File: src/rtl/sled_pkg.sv
`timescale 1ns / 1ps
`default_nettype none

package sled_pkg;

    // Request codes carried by req_type
    typedef enum logic [1:0] {
        REQ_TICK       = 2'd0,
        REQ_SET_MODE   = 2'd1,
        REQ_SET_CUSTOM = 2'd2
    } req_t;

    // LED patterns
    typedef enum logic [2:0] {
        MODE_IDLE          = 3'd0,
        MODE_MOVING        = 3'd1,
        MODE_ERROR         = 3'd2,
        MODE_BRAIN_OFFLINE = 3'd3,
        MODE_LOW_BATTERY   = 3'd4,
        MODE_CUSTOM        = 3'd5
    } mode_t;

    typedef struct packed {
        logic [7:0] red;
        logic [7:0] green;
        logic [7:0] blue;
    } color_t;

    localparam int PHASE_BITS_DEF       = 16;
    localparam int SINE_TABLE_DEPTH_DEF = 256;

    // Breathing steps per tick, Q0.32 of a full turn
    localparam longint STEP_IDLE_Q32  = 64'd10937045;
    localparam longint STEP_AMBER_Q32 = 64'd20506958;

    // Blink half periods in ms
    localparam logic [31:0] HALF_ERROR_MS   = 32'd250;
    localparam logic [31:0] HALF_BATTERY_MS = 32'd1000;

    // Pattern colors
    localparam color_t COLOR_IDLE    = '{red: 8'd0,   green: 8'd80,  blue: 8'd200};
    localparam color_t COLOR_MOVING  = '{red: 8'd0,   green: 8'd200, blue: 8'd0};
    localparam color_t COLOR_ERROR   = '{red: 8'd255, green: 8'd0,   blue: 8'd0};
    localparam color_t COLOR_AMBER   = '{red: 8'd255, green: 8'd160, blue: 8'd0};
    localparam color_t COLOR_BATTERY = '{red: 8'd255, green: 8'd100, blue: 8'd0};
    localparam color_t COLOR_OFF     = '{red: 8'd0,   green: 8'd0,   blue: 8'd0};

    // Full-scale breathing factor (Q0.8 one)
    localparam logic [8:0] FACTOR_ONE = 9'd256;

    // Sine polynomial coefficients, Q14
    localparam longint SIN_A = 64'd25736;
    localparam longint SIN_B = 64'd10583;
    localparam longint SIN_C = 64'd1306;

    // Q0.32 step rounded half up to a phase of pb bits
    function automatic longint phase_step(input longint q32, input int pb);
        longint half;
        half = 64'd1 << (31 - pb);
        return (q32 + half) >>> (32 - pb);
    endfunction

    // Quarter-wave sine, z and result in Q14
    function automatic longint quarter_sine(input longint z);
        longint z2;
        longint inner;
        longint outer;
        longint s;
        z2    = (z * z) >>> 14;
        inner = SIN_B - ((z2 * SIN_C) >>> 14);
        outer = SIN_A - ((z2 * inner) >>> 14);
        s     = (z * outer) >>> 14;
        if (s > 64'd16384) s = 64'd16384;
        if (s < 64'sd0) s = 64'd0;
        return s;
    endfunction

    // Breathing factor for a table index, Q0.8 in 0..256
    function automatic logic [8:0] breathe_factor(input longint idx, input int idx_bits);
        longint t;
        longint quad;
        longint u;
        longint z;
        longint s;
        longint v;
        t    = ((idx << 16) >> idx_bits) & 64'hFFFF;
        quad = t >> 14;
        u    = t & 64'h3FFF;
        z    = quad[0] ? (64'd16384 - u) : u;
        s    = quarter_sine(z);
        v    = (quad >= 64'd2) ? (64'd16384 - s) : (64'd16384 + s);
        return 9'((v + 64'd64) >> 7);
    endfunction

endpackage

`default_nettype wire

File: src/rtl/status_led_pattern_generator_top.sv
`timescale 1ns / 1ps
`default_nettype none

// A tick word is registered in the input register, then loaded into the duty register.
// Throughput: one word per cycle; only a tick is held in the input register,
// and only while the duty register is full and stalled.
// Mode and custom-color words produce no output word.
// Reset (rst_n low, async): idle mode, phase zero, blink off, last toggle
// zero, custom color black, both channels empty.
module status_led_pattern_generator_top
    import sled_pkg::*;
#(
    parameter int PHASE_BITS       = PHASE_BITS_DEF,
    parameter int SINE_TABLE_DEPTH = SINE_TABLE_DEPTH_DEF
)
(
    input  wire logic        clk,
    input  wire logic        rst_n,

    input  wire logic        in_valid,
    output logic             in_stall,
    input  wire logic [1:0]  req_type,
    input  wire logic [31:0] now_ms,
    input  wire logic [2:0]  mode,
    input  wire logic [7:0]  red,
    input  wire logic [7:0]  green,
    input  wire logic [7:0]  blue,

    output logic             out_valid,
    input  wire logic        out_stall,
    output logic [7:0]       duty_red,
    output logic [7:0]       duty_green,
    output logic [7:0]       duty_blue
);

    localparam int IDX_BITS = $clog2(SINE_TABLE_DEPTH);
    localparam logic [PHASE_BITS-1:0] STEP_IDLE =
        PHASE_BITS'(phase_step(STEP_IDLE_Q32, PHASE_BITS));
    localparam logic [PHASE_BITS-1:0] STEP_AMBER =
        PHASE_BITS'(phase_step(STEP_AMBER_Q32, PHASE_BITS));

    // Input register
    logic        in_valid_reg;
    logic [1:0]  req_reg;
    logic [31:0] now_reg;
    logic [2:0]  mode_in_reg;
    color_t      color_in_reg;

    // Pattern state
    logic [2:0]            mode_reg,       mode_next;
    logic [PHASE_BITS-1:0] phase_reg,      phase_next;
    logic                  blink_on_reg,   blink_on_next;
    logic [31:0]           last_toggle_reg, last_toggle_next;
    color_t                custom_reg,     custom_next;

    // Output register
    logic       out_valid_reg, out_valid_next;
    logic [7:0] duty_red_reg,   duty_red_next;
    logic [7:0] duty_green_reg, duty_green_next;
    logic [7:0] duty_blue_reg,  duty_blue_next;

    logic                     is_tick;
    logic                     fire;
    logic [PHASE_BITS-1:0]    phase_adv;
    logic [IDX_BITS-1:0]      tab_idx;
    logic [8:0]               factor_tab [SINE_TABLE_DEPTH];
    logic [8:0]               factor;
    color_t                   color_sel;
    logic                     blink_due;
    logic [31:0]              blink_half;
    logic [16:0]              prod_r, prod_g, prod_b;

    // Breathing factor table, folded to constants
    for (genvar i = 0; i < SINE_TABLE_DEPTH; i++)
    begin : g_tab
        assign factor_tab[i] = breathe_factor(longint'(i), IDX_BITS);
    end

    // Handshake: the stage holds a tick only while the duty register is full and stalled
    assign is_tick  = (req_reg == REQ_TICK);
    assign fire     = in_valid_reg && (!is_tick || !out_valid_reg || !out_stall);
    assign in_stall = in_valid_reg && !fire;

    // Input register
    always_ff @(posedge clk or negedge rst_n)
    begin
        if (!rst_n)
        begin
            in_valid_reg <= 1'b0;
        end
        else if (!in_stall)
        begin
            in_valid_reg <= in_valid;
        end
    end

    always_ff @(posedge clk)
    begin
        if (in_valid && !in_stall)
        begin
            req_reg      <= req_type;
            now_reg      <= now_ms;
            mode_in_reg  <= mode;
            color_in_reg <= '{red: red, green: green, blue: blue};
        end
    end

    // Phase step and table index
    always_comb
    begin
        phase_adv = phase_reg;
        if (mode_reg == MODE_IDLE)
        begin
            phase_adv = phase_reg + STEP_IDLE;
        end
        else if (mode_reg == MODE_BRAIN_OFFLINE)
        begin
            phase_adv = phase_reg + STEP_AMBER;
        end
    end

    // Table index is the top bits of the advanced phase
    assign tab_idx = phase_adv[PHASE_BITS-1 -: IDX_BITS];

    // Blink timing
    assign blink_half = (mode_reg == MODE_ERROR) ? HALF_ERROR_MS : HALF_BATTERY_MS;
    assign blink_due  = (now_reg - last_toggle_reg) > blink_half;

    // Pattern select: color and factor
    always_comb
    begin
        color_sel = COLOR_OFF;
        factor    = FACTOR_ONE;
        unique case (mode_reg)
            MODE_IDLE:
            begin
                color_sel = COLOR_IDLE;
                factor    = factor_tab[tab_idx];
            end
            MODE_MOVING:        color_sel = COLOR_MOVING;
            MODE_ERROR:         color_sel = (blink_on_reg ^ blink_due) ? COLOR_ERROR : COLOR_OFF;
            MODE_BRAIN_OFFLINE:
            begin
                color_sel = COLOR_AMBER;
                factor    = factor_tab[tab_idx];
            end
            MODE_LOW_BATTERY:   color_sel = (blink_on_reg ^ blink_due) ? COLOR_BATTERY : COLOR_OFF;
            MODE_CUSTOM:        color_sel = custom_reg;
            default:            color_sel = COLOR_OFF;
        endcase
    end

    // Channel scaling
    assign prod_r = {9'd0, color_sel.red}   * {8'd0, factor};
    assign prod_g = {9'd0, color_sel.green} * {8'd0, factor};
    assign prod_b = {9'd0, color_sel.blue}  * {8'd0, factor};

    // State update and duty register load
    always_comb
    begin
        mode_next        = mode_reg;
        phase_next       = phase_reg;
        blink_on_next    = blink_on_reg;
        last_toggle_next = last_toggle_reg;
        custom_next      = custom_reg;
        out_valid_next   = out_valid_reg && out_stall;
        duty_red_next    = duty_red_reg;
        duty_green_next  = duty_green_reg;
        duty_blue_next   = duty_blue_reg;
        if (fire)
        begin
            unique case (req_reg)
                REQ_TICK:
                begin
                    phase_next      = phase_adv;
                    if ((mode_reg == MODE_ERROR || mode_reg == MODE_LOW_BATTERY) && blink_due)
                    begin
                        blink_on_next    = !blink_on_reg;
                        last_toggle_next = now_reg;
                    end
                    out_valid_next  = 1'b1;
                    duty_red_next   = ~prod_r[15:8];
                    duty_green_next = ~prod_g[15:8];
                    duty_blue_next  = ~prod_b[15:8];
                end
                REQ_SET_MODE:
                begin
                    mode_next     = mode_in_reg;
                    phase_next    = '0;
                    blink_on_next = 1'b0;
                end
                REQ_SET_CUSTOM:
                begin
                    mode_next   = MODE_CUSTOM;
                    custom_next = color_in_reg;
                end
                default:
                begin
                    mode_next = mode_reg;
                end
            endcase
        end
    end

    always_ff @(posedge clk or negedge rst_n)
    begin
        if (!rst_n)
        begin
            mode_reg        <= MODE_IDLE;
            phase_reg       <= '0;
            blink_on_reg    <= 1'b0;
            last_toggle_reg <= '0;
            custom_reg      <= COLOR_OFF;
            out_valid_reg   <= 1'b0;
        end
        else
        begin
            mode_reg        <= mode_next;
            phase_reg       <= phase_next;
            blink_on_reg    <= blink_on_next;
            last_toggle_reg <= last_toggle_next;
            custom_reg      <= custom_next;
            out_valid_reg   <= out_valid_next;
        end
    end

    always_ff @(posedge clk)
    begin
        duty_red_reg   <= duty_red_next;
        duty_green_reg <= duty_green_next;
        duty_blue_reg  <= duty_blue_next;
    end

    assign out_valid  = out_valid_reg;
    assign duty_red   = duty_red_reg;
    assign duty_green = duty_green_reg;
    assign duty_blue  = duty_blue_reg;

    // Checks
    a_out_from_tick: assert property (@(posedge clk) disable iff (!rst_n)
        $rose(out_valid_reg) |-> $past(fire && is_tick))
        else $error("output word appeared without a tick");

    a_set_mode_clears: assert property (@(posedge clk) disable iff (!rst_n)
        (fire && req_reg == REQ_SET_MODE) |=> (!blink_on_reg && phase_reg == '0))
        else $error("set mode did not clear phase and blink");

    a_custom_mode: assert property (@(posedge clk) disable iff (!rst_n)
        (fire && req_reg == REQ_SET_CUSTOM) |=> (mode_reg == MODE_CUSTOM))
        else $error("set custom did not select custom mode");

    a_stall_holds_tick: assert property (@(posedge clk) disable iff (!rst_n)
        in_stall |-> (in_valid_reg && is_tick && out_valid_reg))
        else $error("input stalled without a blocked tick");

endmodule

`default_nettype wire

File: config.mk
export PLATFORM = sky130hd
export DESIGN_NAME = status_led_pattern_generator_top
export DESIGN_NICKNAME = d
export VERILOG_FILES = /design/src/rtl/sled_pkg.sv /design/src/rtl/status_led_pattern_generator_top.sv
export SDC_FILE = /design/constraint.sdc
export NUM_CORES = 1
export LEC_CHECK = 0
export BUFFER_PORTS_ARGS = -buffer_cell sky130_fd_sc_hd__buf_2
export CAP_MARGIN = 10
export CORE_ASPECT_RATIO = 1.5
export CORE_MARGIN = 2
export CORE_UTILIZATION = 62
export DETAILED_ROUTE_END_ITERATION = 8
export PLACE_DENSITY = 0.79
export SYNTH_ARGS = -nofsm -noshare
export SYNTH_HDL_FRONTEND = slang
export SYNTH_SLANG_ARGS = --single-unit
File: constraint.sdc
create_clock -name clk -period 23 [get_ports clk]
set_clock_uncertainty 0.05 [all_clocks]
set_input_delay 3.45 -clock clk [delete_from_list [all_inputs] [get_ports clk]]
set_output_delay 3.45 -clock clk [all_outputs]
set_load 0.02 [all_outputs]
; ---- Word-level counts from Yosys, hierarchy flattened
; Memories as Yosys holds them, arrays and structs flattened.
; Cells that the tools add are included.
[op_classes]
addsub = 3
n_mul = 3
n_div = 0
order_cmp = 2
eq_ne = 9
shifts = 0
muxes = 15
n_bitwise = 5
reduce_logical = 26
[op_table]
columns = op, n
row1 = $pmux 24 s6, 1
row2 = $mul 8x9->16, 3
row3 = $mux 24, 2
row4 = $gt 32x10->1, 1
row5 = $mux 16, 2
row6 = $pmux 16 s2, 1
row7 = $sub 32x32->32, 1
row8 = $mux 9, 3
row9 = $not 8->8, 3
row10 = $add 16x8->16 const B, 1
row11 = $add 16x9->16 const B, 1
row12 = $mux 10, 1
row13 = $ge 9x9->1 const B, 1
row14 = $not 8->9, 1
row15 = $reduce_and 3->1, 3
row16 = $reduce_and 2->1, 4
row17 = $eq 3x2->1 const B, 2
row18 = $eq 3x3->1 const B, 2
row19 = $logic_not 1->1, 6
row20 = $pmux 3 s2, 1
row21 = $logic_and 1x1->1, 5
row22 = $reduce_bool 2->1, 2
row23 = $eq 3x1->1 const B, 1
row24 = $logic_not 3->1, 1
row25 = other kinds (10), 14
[totals]
register_bits = 163
latchBits = 0
ramBits = 0
mem_bits_ro = 2304
in_bits = 65
wordCells = 83
memories = 1
[mem_list]
columns = name, depth, word_bits, rd, rd_ports_with_merged_regs, write_ports, line_no
row1 = (name not given), 256, 9, 1, 0, 0, status_led_pattern_generator_top.sv:145  ; factor = factor_tab[tab_idx];

; ---- Logic depth before layout (Yosys ltp)
; Gate-level depths: netlist of run 1.
[logic_depth]
ltp_word = 10
mapped_depth = 42
mapped_depth_nobuf = 41

; ---- Worst setup path before layout of run 1
; No wires, ideal clock.
[synth_path]
kind = reg2reg
from = reg phase_reg[0]
to = reg duty_red_reg[7] (netlist: duty_red[7]) (data pin)
setup_time_ns = 0.260
arrival_ns = 8.285
setup_slack_ns = 14.405
stages_incl_launch_ff = 35
path_buffers = 6
period_less_slack_ns = 8.595
path_cell_list = dfrtp_1 > ha_1 > a2111oi_2 > a211oi_1 > a221o_1 > o21ai_2 > buf_2 > buf_2 > buf_2 > buf_1 > ha_1 > clkbuf_1 > o21ai_0 > o211ai_1 > o311ai_0 > o311ai_0 > a21oi_1 > or3_1 > clkbuf_1 > nor2b_1 > inv_1 > fa_1 > fa_1 > inv_1 > fa_1 > inv_1 > fa_1 > inv_1 > ha_1 > a21o_1 > a22o_1 > a311o_2 > o31a_4 > a211oi_2 > xnor2_1
[synth_via]
elab_chain_cells = 10
elab_cells_between_ends = 11
[synth_lines]
columns = element, line_no
row1 = "start, declared", status_led_pattern_generator_top.sv:51  ; logic [PHASE_BITS-1:0] phase_reg, phase_next;
row2 = "start signal, assigned", status_led_pattern_generator_top.sv:219  ; phase_reg <= phase_next;
row3 = $add 16x9->16, status_led_pattern_generator_top.sv:118  ; phase_adv = phase_reg + STEP_AMBER;
row4 = $mux 16, status_led_pattern_generator_top.sv:116  ; else if (mode_reg == MODE_BRAIN_OFFLINE)
row5 = $mux 16 (*), status_led_pattern_generator_top.sv:112  ; if (mode_reg == MODE_IDLE)
row6 = $not 8->9 (not written as such) (*), "status_led_pattern_generator_top.sv:138, status_led_pattern_generator_top.sv:145"
row7 = $mem_v2 256x9 (*), -
row8 = $mux 9 (not written as such) (*) (2 in a row), status_led_pattern_generator_top.sv:145
row9 = $mux 9 (*), -
row10 = $mul 8x9->16 (*), status_led_pattern_generator_top.sv:154  ; assign prod_r = {9'd0, color_sel.red} * {8'd0, factor};
row11 = $not 8->8 (*), status_led_pattern_generator_top.sv:182  ; duty_red_next = ~prod_r[15:8];
row12 = "end signal, assigned", status_led_pattern_generator_top.sv:229  ; duty_red_reg <= duty_red_next;
row13 = "end, declared", status_led_pattern_generator_top.sv:58  ; logic [7:0] duty_red_reg, duty_red_next;
; Every way passes the cells marked *; elsewhere a longest branch is shown, timed or not. The select of a mux whose other input is x is not followed.
; A chain may end at the register's enable or synchronous reset.

; ---- Worst setup path in the final report of run 1
[layout_path]
from = reg now_reg[1]
to = reg duty_red_reg[7] (netlist: duty_red[7]) (data pin)
[layout_via]
elab_chain_cells = 7
elab_cells_between_ends = 8
[layout_lines]
columns = element, line_no
row1 = "start, declared", status_led_pattern_generator_top.sv:45  ; logic [31:0] now_reg;
row2 = "start signal, assigned", status_led_pattern_generator_top.sv:102  ; now_reg <= now_ms;
row3 = $sub 32x32->32 (*), status_led_pattern_generator_top.sv:127  ; assign blink_due = (now_reg - last_toggle_reg) > blink_half;
row4 = $gt 32x10->1 (*), status_led_pattern_generator_top.sv:127
row5 = $xor 1x1->1 (*), "status_led_pattern_generator_top.sv:141, status_led_pattern_generator_top.sv:147"
row6 = $mux 24 (on tied branches), "status_led_pattern_generator_top.sv:147, status_led_pattern_generator_top.sv:141"
row7 = $pmux 24 s6 (*), status_led_pattern_generator_top.sv:134  ; unique case (mode_reg)
row8 = $mul 8x9->16 (*), status_led_pattern_generator_top.sv:154
row9 = $not 8->8 (*), status_led_pattern_generator_top.sv:182
; Every way passes the cells marked *; elsewhere a longest branch is shown, timed or not.

==> results.json, run 1 <==
{
  "synth_top_family_by_area": "adder cells",
  "synth_area_um2": 16500,
  "grt_usage_pct": 31.8,
  "drt-wirelength-per-cell_um": 18.3,
  "r2r-end": "duty_red[7]$_DFFE_PP_",
  "failed_checks": "design-rule violations",
  "area_delta_synth_final_pct": 8.74,
  "maxSlewHeadroom_pct": 28.2,
  "cts_hold_buf": 0,
  "fin_nets": 2274,
  "synth_seq_cells": 163,
  "r2r-start": "now_reg[1]$_DFFE_PP_",
  "worstMarginPinSlew_ps": 1070,
  "synth_adder_area_share_pct": 25.8,
  "cts_max_level": 4,
  "whs_endpoint": "custom_reg[17]$_DFFE_PN0P_",
  "status": "finished, violations left",
  "clkSinkCount": 163,
  "drt_wl_total_mm": 41.9,
  "num_vias": 13900,
  "synthFlopType": "edfxtp_1",
  "p_total_mw": 1.52,
  "setup.worst_path.start_class": "flop",
  "portBuffers": 90,
  "fmax_mhz": 103,
  "cts_resized": 0,
  "finalSetupTns_ps": 0,
  "final_common_cell": "inv_1",
  "clock_latency_ps": 460,
  "setup_viol": 0,
  "rrSetupSlack_ps": 13290,
  "holdPathStages": 1,
  "cp-end-kind": "flop",
  "post_cts_buffers": 0,
  "crit_fanout": 16,
  "dr.pass1.iters": 9,
  "reg2reg_depth": 35,
  "yosysUniqueCellTypes": 101,
  "die_h_um": 204,
  "fin_util_pct": 68.1,
  "place_congestion": 1.00,
  "rows": 73,
  "slowest_delay_ps": 590,
  "vias_per_cell": 6.06,
  "cp.required_ps": 23160,
  "crit_slowest_cell": "a21boi_0",
  "cts_tree": "built",
  "hold_viol": 0,
  "drive_gt1_share_pct": 11.7,
  "ir_drop_uv": 87.2,
  "synth_edf_count": 85,
  "layout_common_cells": "inv_1 (287), nand2_1 (173), ha_1 (148)",
  "grt_pass1_wl_mm": 69.2,
  "worstHoldStart": "color_in_reg[17]$_DFFE_PP_",
  "dieArea_um2": 28000,
  "antenna_found_initial": 0,
  "hold_class": "flop to flop",
  "cts_made_buffers": 17,
  "max_cap_viol_count": 0,
  "async_reset_ff_share_pct": 47.9,
  "drc_errors": 1,
  "finalCriticalPeriod_ps": 9710,
  "synthSimpleGateAreaFrac_pct": 13.1,
  "crit_arrival_ps": 9870,
  "antenna_left": 0,
  "clkTransAtPathRegs_ps": 70,
  "seq_area_frac_synth_pct": 27.2,
  "start_util_pct": 62.7,
  "syn_avg_cell_area_um2": 8.99,
  "core_um2": 26400,
  "synthXorXnorAreaFrac_pct": 3.15,
  "dp_hpwl_mm": 31.6,
  "grt_max_degree": 79,
  "synthMuxAreaShare_pct": 2.39,
  "syn_inst": 1840,
  "gr-total-overflow": 0,
  "synth-compound-area-share_pct": 19.1,
  "finalCritPeriodShare_pct": 42.2,
  "first_global_vias": 14300,
  "leakagePower_nw": 8.42,
  "diodes": 0,
  "cts_max_path_buffers": 2,
  "drtIter0Drc": 1102,
  "io_pins": 91,
  "die_x_um": 137,
  "power_density_nw_per_um2": 84.8,
  "crit_type": "flop to flop",
  "ys_warn_count": 0,
  "slew_violations": 0,
  "grt_setup_unrepaired": "no",
  "cts_root_buffer": "clkbuf_16"
}
## critical path: cells and delay by family, from the launching register on
kind,cells,cell delay [ps]
flip-flops,1,440
multiplexers,1,330
adder cells (fa/ha/maj),7,2930
XOR/XNOR,3,410
buffers and inverters,4,300
AO/OA/AOI/OAI,14,4090
AND/OR/NAND/NOR,6,910
## through the flow
stage          hold WS (ps)  cell area [µm²]  cells  setup WS [ps]
5_1_grt                 448            18000   2290          12640
6_report                431            18000   2290          13290
4_1_cts                 434            18000   2290          13330
3_5_place_dp            417            17400   2258          13350
2_1_floorplan           405            16800   1904          14410
3_3_place_gp            408            17400   2258          13700
## synthesized netlist by cell type, types with 14 or more instances
| cell type | number | area share (%) |
|---|---|---|
| and2_1 | 14 | 0.53 |
| a31oi_1 | 24 | 0.91 |
| a211oi_1 | 27 | 1.2 |
| nor2b_1 | 14 | 0.53 |
| o211ai_1 | 16 | 0.73 |
| buf_2 | 19 | 0.57 |
| inv_1 | 287 | 6.5 |
| nand3_1 | 23 | 0.70 |
| mux2_2 | 28 | 1.9 |
| xnor2_1 | 35 | 1.9 |
| clkbuf_1 | 62 | 1.4 |
| nand2b_1 | 21 | 0.79 |
| nor2_1 | 109 | 2.5 |
| dfrtp_1 | 78 | 12 |
| nand4_1 | 14 | 0.53 |
| nor3_1 | 35 | 1.1 |
| o21ai_0 | 112 | 3.4 |
| xor2_1 | 19 | 1.0 |
| ha_1 | 148 | 11 |
| a21o_1 | 18 | 0.82 |
| fa_1 | 121 | 15 |
| o21a_1 | 16 | 0.73 |
| nand2_1 | 173 | 3.9 |
| edfxtp_1 | 85 | 15 |
| a21oi_1 | 106 | 3.2 |
## worst max-delay path by stage
| stage | startpoint | end | slack (ps) | cells after the start |
|---|---|---|---|---|
| finish | now_reg[1]$_DFFE_PP_ | duty_red[7]$_DFFE_PP_ | 13290 | 35 |
| CTS | now_reg[1]$_DFFE_PP_ | duty_red[7]$_DFFE_PP_ | 13330 | 35 |
| detailed placement | now_reg[1]$_DFFE_PP_ | duty_red[7]$_DFFE_PP_ | 13350 | 35 |
| global placement | now_reg[1]$_DFFE_PP_ | duty_red[7]$_DFFE_PP_ | 13700 | 35 |
| global route | now_reg[1]$_DFFE_PP_ | duty_red[6]$_DFFE_PP_ | 12640 | 36 |
| floorplan | phase_reg[0]$_DFFE_PN0P_ | duty_red[7]$_DFFE_PP_ | 14410 | 34 |
## routing by layer
metal | wire [µm] | track usage [%]
met1 | 14600 | 34.3
met4 | 2880 | 20.7
met2 | 21900 | 56.6
met3 | 2560 | 5.13
met5 | 0 | 0
## cell families after synthesis
group / Yosys count
DFF: 163
muxes: 36
buffers and inverters: 388
and+or+nand+nor: 463
other: 2
xor gates and xnor gates: 57
adders and majority gates: 269
AOI/OAI and AO/OA: 462
## power breakdown
group	internal [mW]	total, mW	switching, mW
clock	0.139	0.263	0.124
combinational	0.333	0.839	0.506
sequential	0.380	0.423	0.0430
total	0.851	1.52	0.674
## cell type report
class                           count  area (µm²)
Clock buffer                       19         433
Clock inverter                     13         101
Fill cell                        2094        8410
Inverter                          291        1090
Multi-Input combinational cell   1353       10800
Sequential cell                   163        4500
Tap cell                          337         422
Timing Repair Buffer              114         633
(Power assumes the default switching activity.)
==> run 2, diff against run 1 <==
CORE_UTILIZATION = 57   (was 62)
PLACE_DENSITY = 0.76   (was 0.79)
clock period = 8.4 ns   (was 23 ns; I/O delays follow)
==> run 2 against run 1 <==
Effect of this change:
- largest cell class unchanged
- critical endpoint is now duty_red[5]$_DFFE_PP_
- first-iteration DRC count fell by 26%
- total power grew to 3.2 times the previous value
- sequential share of layout area down 2.6 points
- utilization increased by 2.0 points
- critical path type unchanged
- hold slack got worse by 10 ps
- sequential cell count did not move
- fmax up 13%
- the flow finishes with violations (negative setup slack)
==> results.json, run 2 (synthesis gave the netlist of run 1 again) <==
{
  "status": "finished, violations left",
  "failed_checks": "negative setup slack",
  "setup_viol": 9,
  "area_delta_synth_final_pct": 21.4,
  "antenna_left": 0,
  "p_total_mw": 4.90,
  "fillers": 2179,
  "holdPathStages": 1,
  "r2r-start": "now_reg[1]$_DFFE_PP_",
  "leakagePower_nw": 9.48,
  "finalCriticalPeriod_ps": 8600,
  "cts_tree": "built",
  "critPathMostFrequentCell": "buf_6",
  "cp.required_ps": 8550,
  "start_util_pct": 57.8,
  "drt_wl_total_mm": 47.3,
  "layout_common_cells": "inv_1 (276), buf_4 (203), nand2_1 (173)",
  "vias_per_cell": 5.76,
  "drt-wirelength-per-cell_um": 18.7,
  "die_h_um": 213,
  "cts_root_buffer": "clkbuf_16",
  "diodes": 0,
  "crit_type": "flop to flop",
  "fin_ws_ps": -195,
  "clock_latency_ps": 450,
  "rows": 76,
  "core_um2": 28600,
  "antenna_found_initial": 1,
  "fin_nets": 2469,
  "whs_endpoint": "custom_reg[12]$_DFFE_PN0P_",
  "crit_slowest_cell": "fa_2",
  "grt_max_degree": 63,
  "finalCritPeriodShare_pct": 102,
  "drc_errors": 0,
  "ir_drop_uv": 228,
  "hold_class": "flop to flop",
  "worstHoldStart": "color_in_reg[12]$_DFFE_PP_",
  "slowest_delay_ps": 560,
  "clkTransAtPathRegs_ps": 70,
  "crit_arrival_ps": 8750,
  "reg2reg_depth": 36,
  "fin_util_pct": 70.2,
  "dp_hpwl_mm": 36.1,
  "worstMarginPinSlew_ps": 1170,
  "grt_usage_pct": 32.5,
  "hold_viol": 0,
  "place_congestion": 0.951,
  "num_vias": 14600,
  "crit_fanout": 3,
  "first_global_vias": 15200,
  "die_x_um": 143,
  "gr-total-overflow": 0,
  "max_cap_viol_count": 0,
  "drive_gt1_share_pct": 22.7,
  "cp-end-kind": "flop",
  "r2r-end": "duty_red[5]$_DFFE_PP_",
  "maxSlewHeadroom_pct": 22.0,
  "cts_max_level": 4,
  "io_pins": 91,
  "dr.pass1.iters": 6,
  "grt_setup_unrepaired": "yes",
  "dpl_worst_slack_ps": -307,
  "grt_pass1_wl_mm": 76.4,
  "cts_max_path_buffers": 2,
  "portBuffers": 90,
  "fmax_mhz": 116,
  "power_density_nw_per_um2": 244,
  "design_area_um2": 20100,
  "dieArea_um2": 30400,
  "rrSetupSlack_ps": -200,
  "slew_violations": 0,
  "dpl-instance-area_um2": 18900,
  "cts_made_buffers": 17,
  "drtIter0Drc": 812,
  "final_common_cell": "inv_1",
  "setup.worst_path.start_class": "flop",
  "clkSinkCount": 163
}
run 2: changes by cell type in the layout (fill, tap and decap cells not counted), moves of 7 or more:
cell	previous run	this run
inv_1	287	276
ha_1	148	140
nor2_1	106	99
inv_2	2	13
buf_4	25	203
buf_6	0	13
run 2: routing by layer:
metal	vias to the layer above	GRT usage (%)	share of wire [%]	routed length, µm
li1	6839	-	-	-
met1	7106	34.7	35	16700
met2	496	59.9	54	25500
met3	177	4.71	4.5	2150
met4	0	19.7	6.3	2960
met5	-	0	0	0
run 2: how the worst max path moves through the flow:
stage                                     from               endpoint  slack, ps  depth (start not counted)
after global placement    now_reg[1]$_DFFE_PP_  duty_red[7]$_DFFE_PP_       -110                         35
after detailed placement  now_reg[1]$_DFFE_PP_  duty_red[6]$_DFFE_PP_       -310                         36
after floorplan           now_reg[1]$_DFFE_PP_  duty_red[7]$_DFFE_PP_         30                         35
after CTS                 now_reg[1]$_DFFE_PP_  duty_red[7]$_DFFE_PP_         10                         35
final                     now_reg[1]$_DFFE_PP_  duty_red[5]$_DFFE_PP_       -200                         36
after global routing      now_reg[1]$_DFFE_PP_  duty_red[6]$_DFFE_PP_       -550                         37
run 2: area by class of cell:
| cell class | count | area, µm² | area share [%] |
|---|---|---|---|
| clock buffers | 20 | 458 | 2.28 |
| clock inverters | 11 | 175 | 0.872 |
| inverters | 291 | 1090 | 5.44 |
| multi-input cells | 1353 | 11200 | 55.6 |
| flip-flops and latches | 163 | 4500 | 22.4 |
| well taps | 390 | 488 | 2.43 |
| repair buffers | 309 | 2200 | 10.9 |
run 2: per-stage QoR:
step | cells | setup TNS, ps | hold slack, ps
4_1_cts | 2525 | 0 | 425
3_3_place_gp | 2478 | -417 | 409
3_5_place_dp | 2478 | -2300 | 417
2_1_floorplan | 1904 | 0 | 405
5_1_grt | 2537 | -4960 | 439
6_report | 2537 | -1170 | 421
run 2: timing repair:
action,in CTS,in global routing
setup buffers,16,13
hold endpoints to repair,0,0
pin swaps,26,67
resized for setup,19,74
setup endpoints to repair,12,14
hold buffers,0,0
run 2: report_power, final:
| part | switching, mW | internal (mW) |
|---|---|---|
| Combinational | 1.62 | 1.30 |
| Sequential | 0.0891 | 1.04 |
| Clock | 0.326 | 0.515 |
| Total | 2.04 | 2.86 |
run 2: critical path: cells and delay by family (launching register included):
| family | cells | cell delay (ps) |
|---|---|---|
| simple gates | 8 | 970 |
| fa+ha+maj | 7 | 2830 |
| flops | 1 | 390 |
| buf+inv | 5 | 450 |
| compound gates | 13 | 3090 |
| mux | 1 | 320 |
| xor+xnor | 2 | 230 |
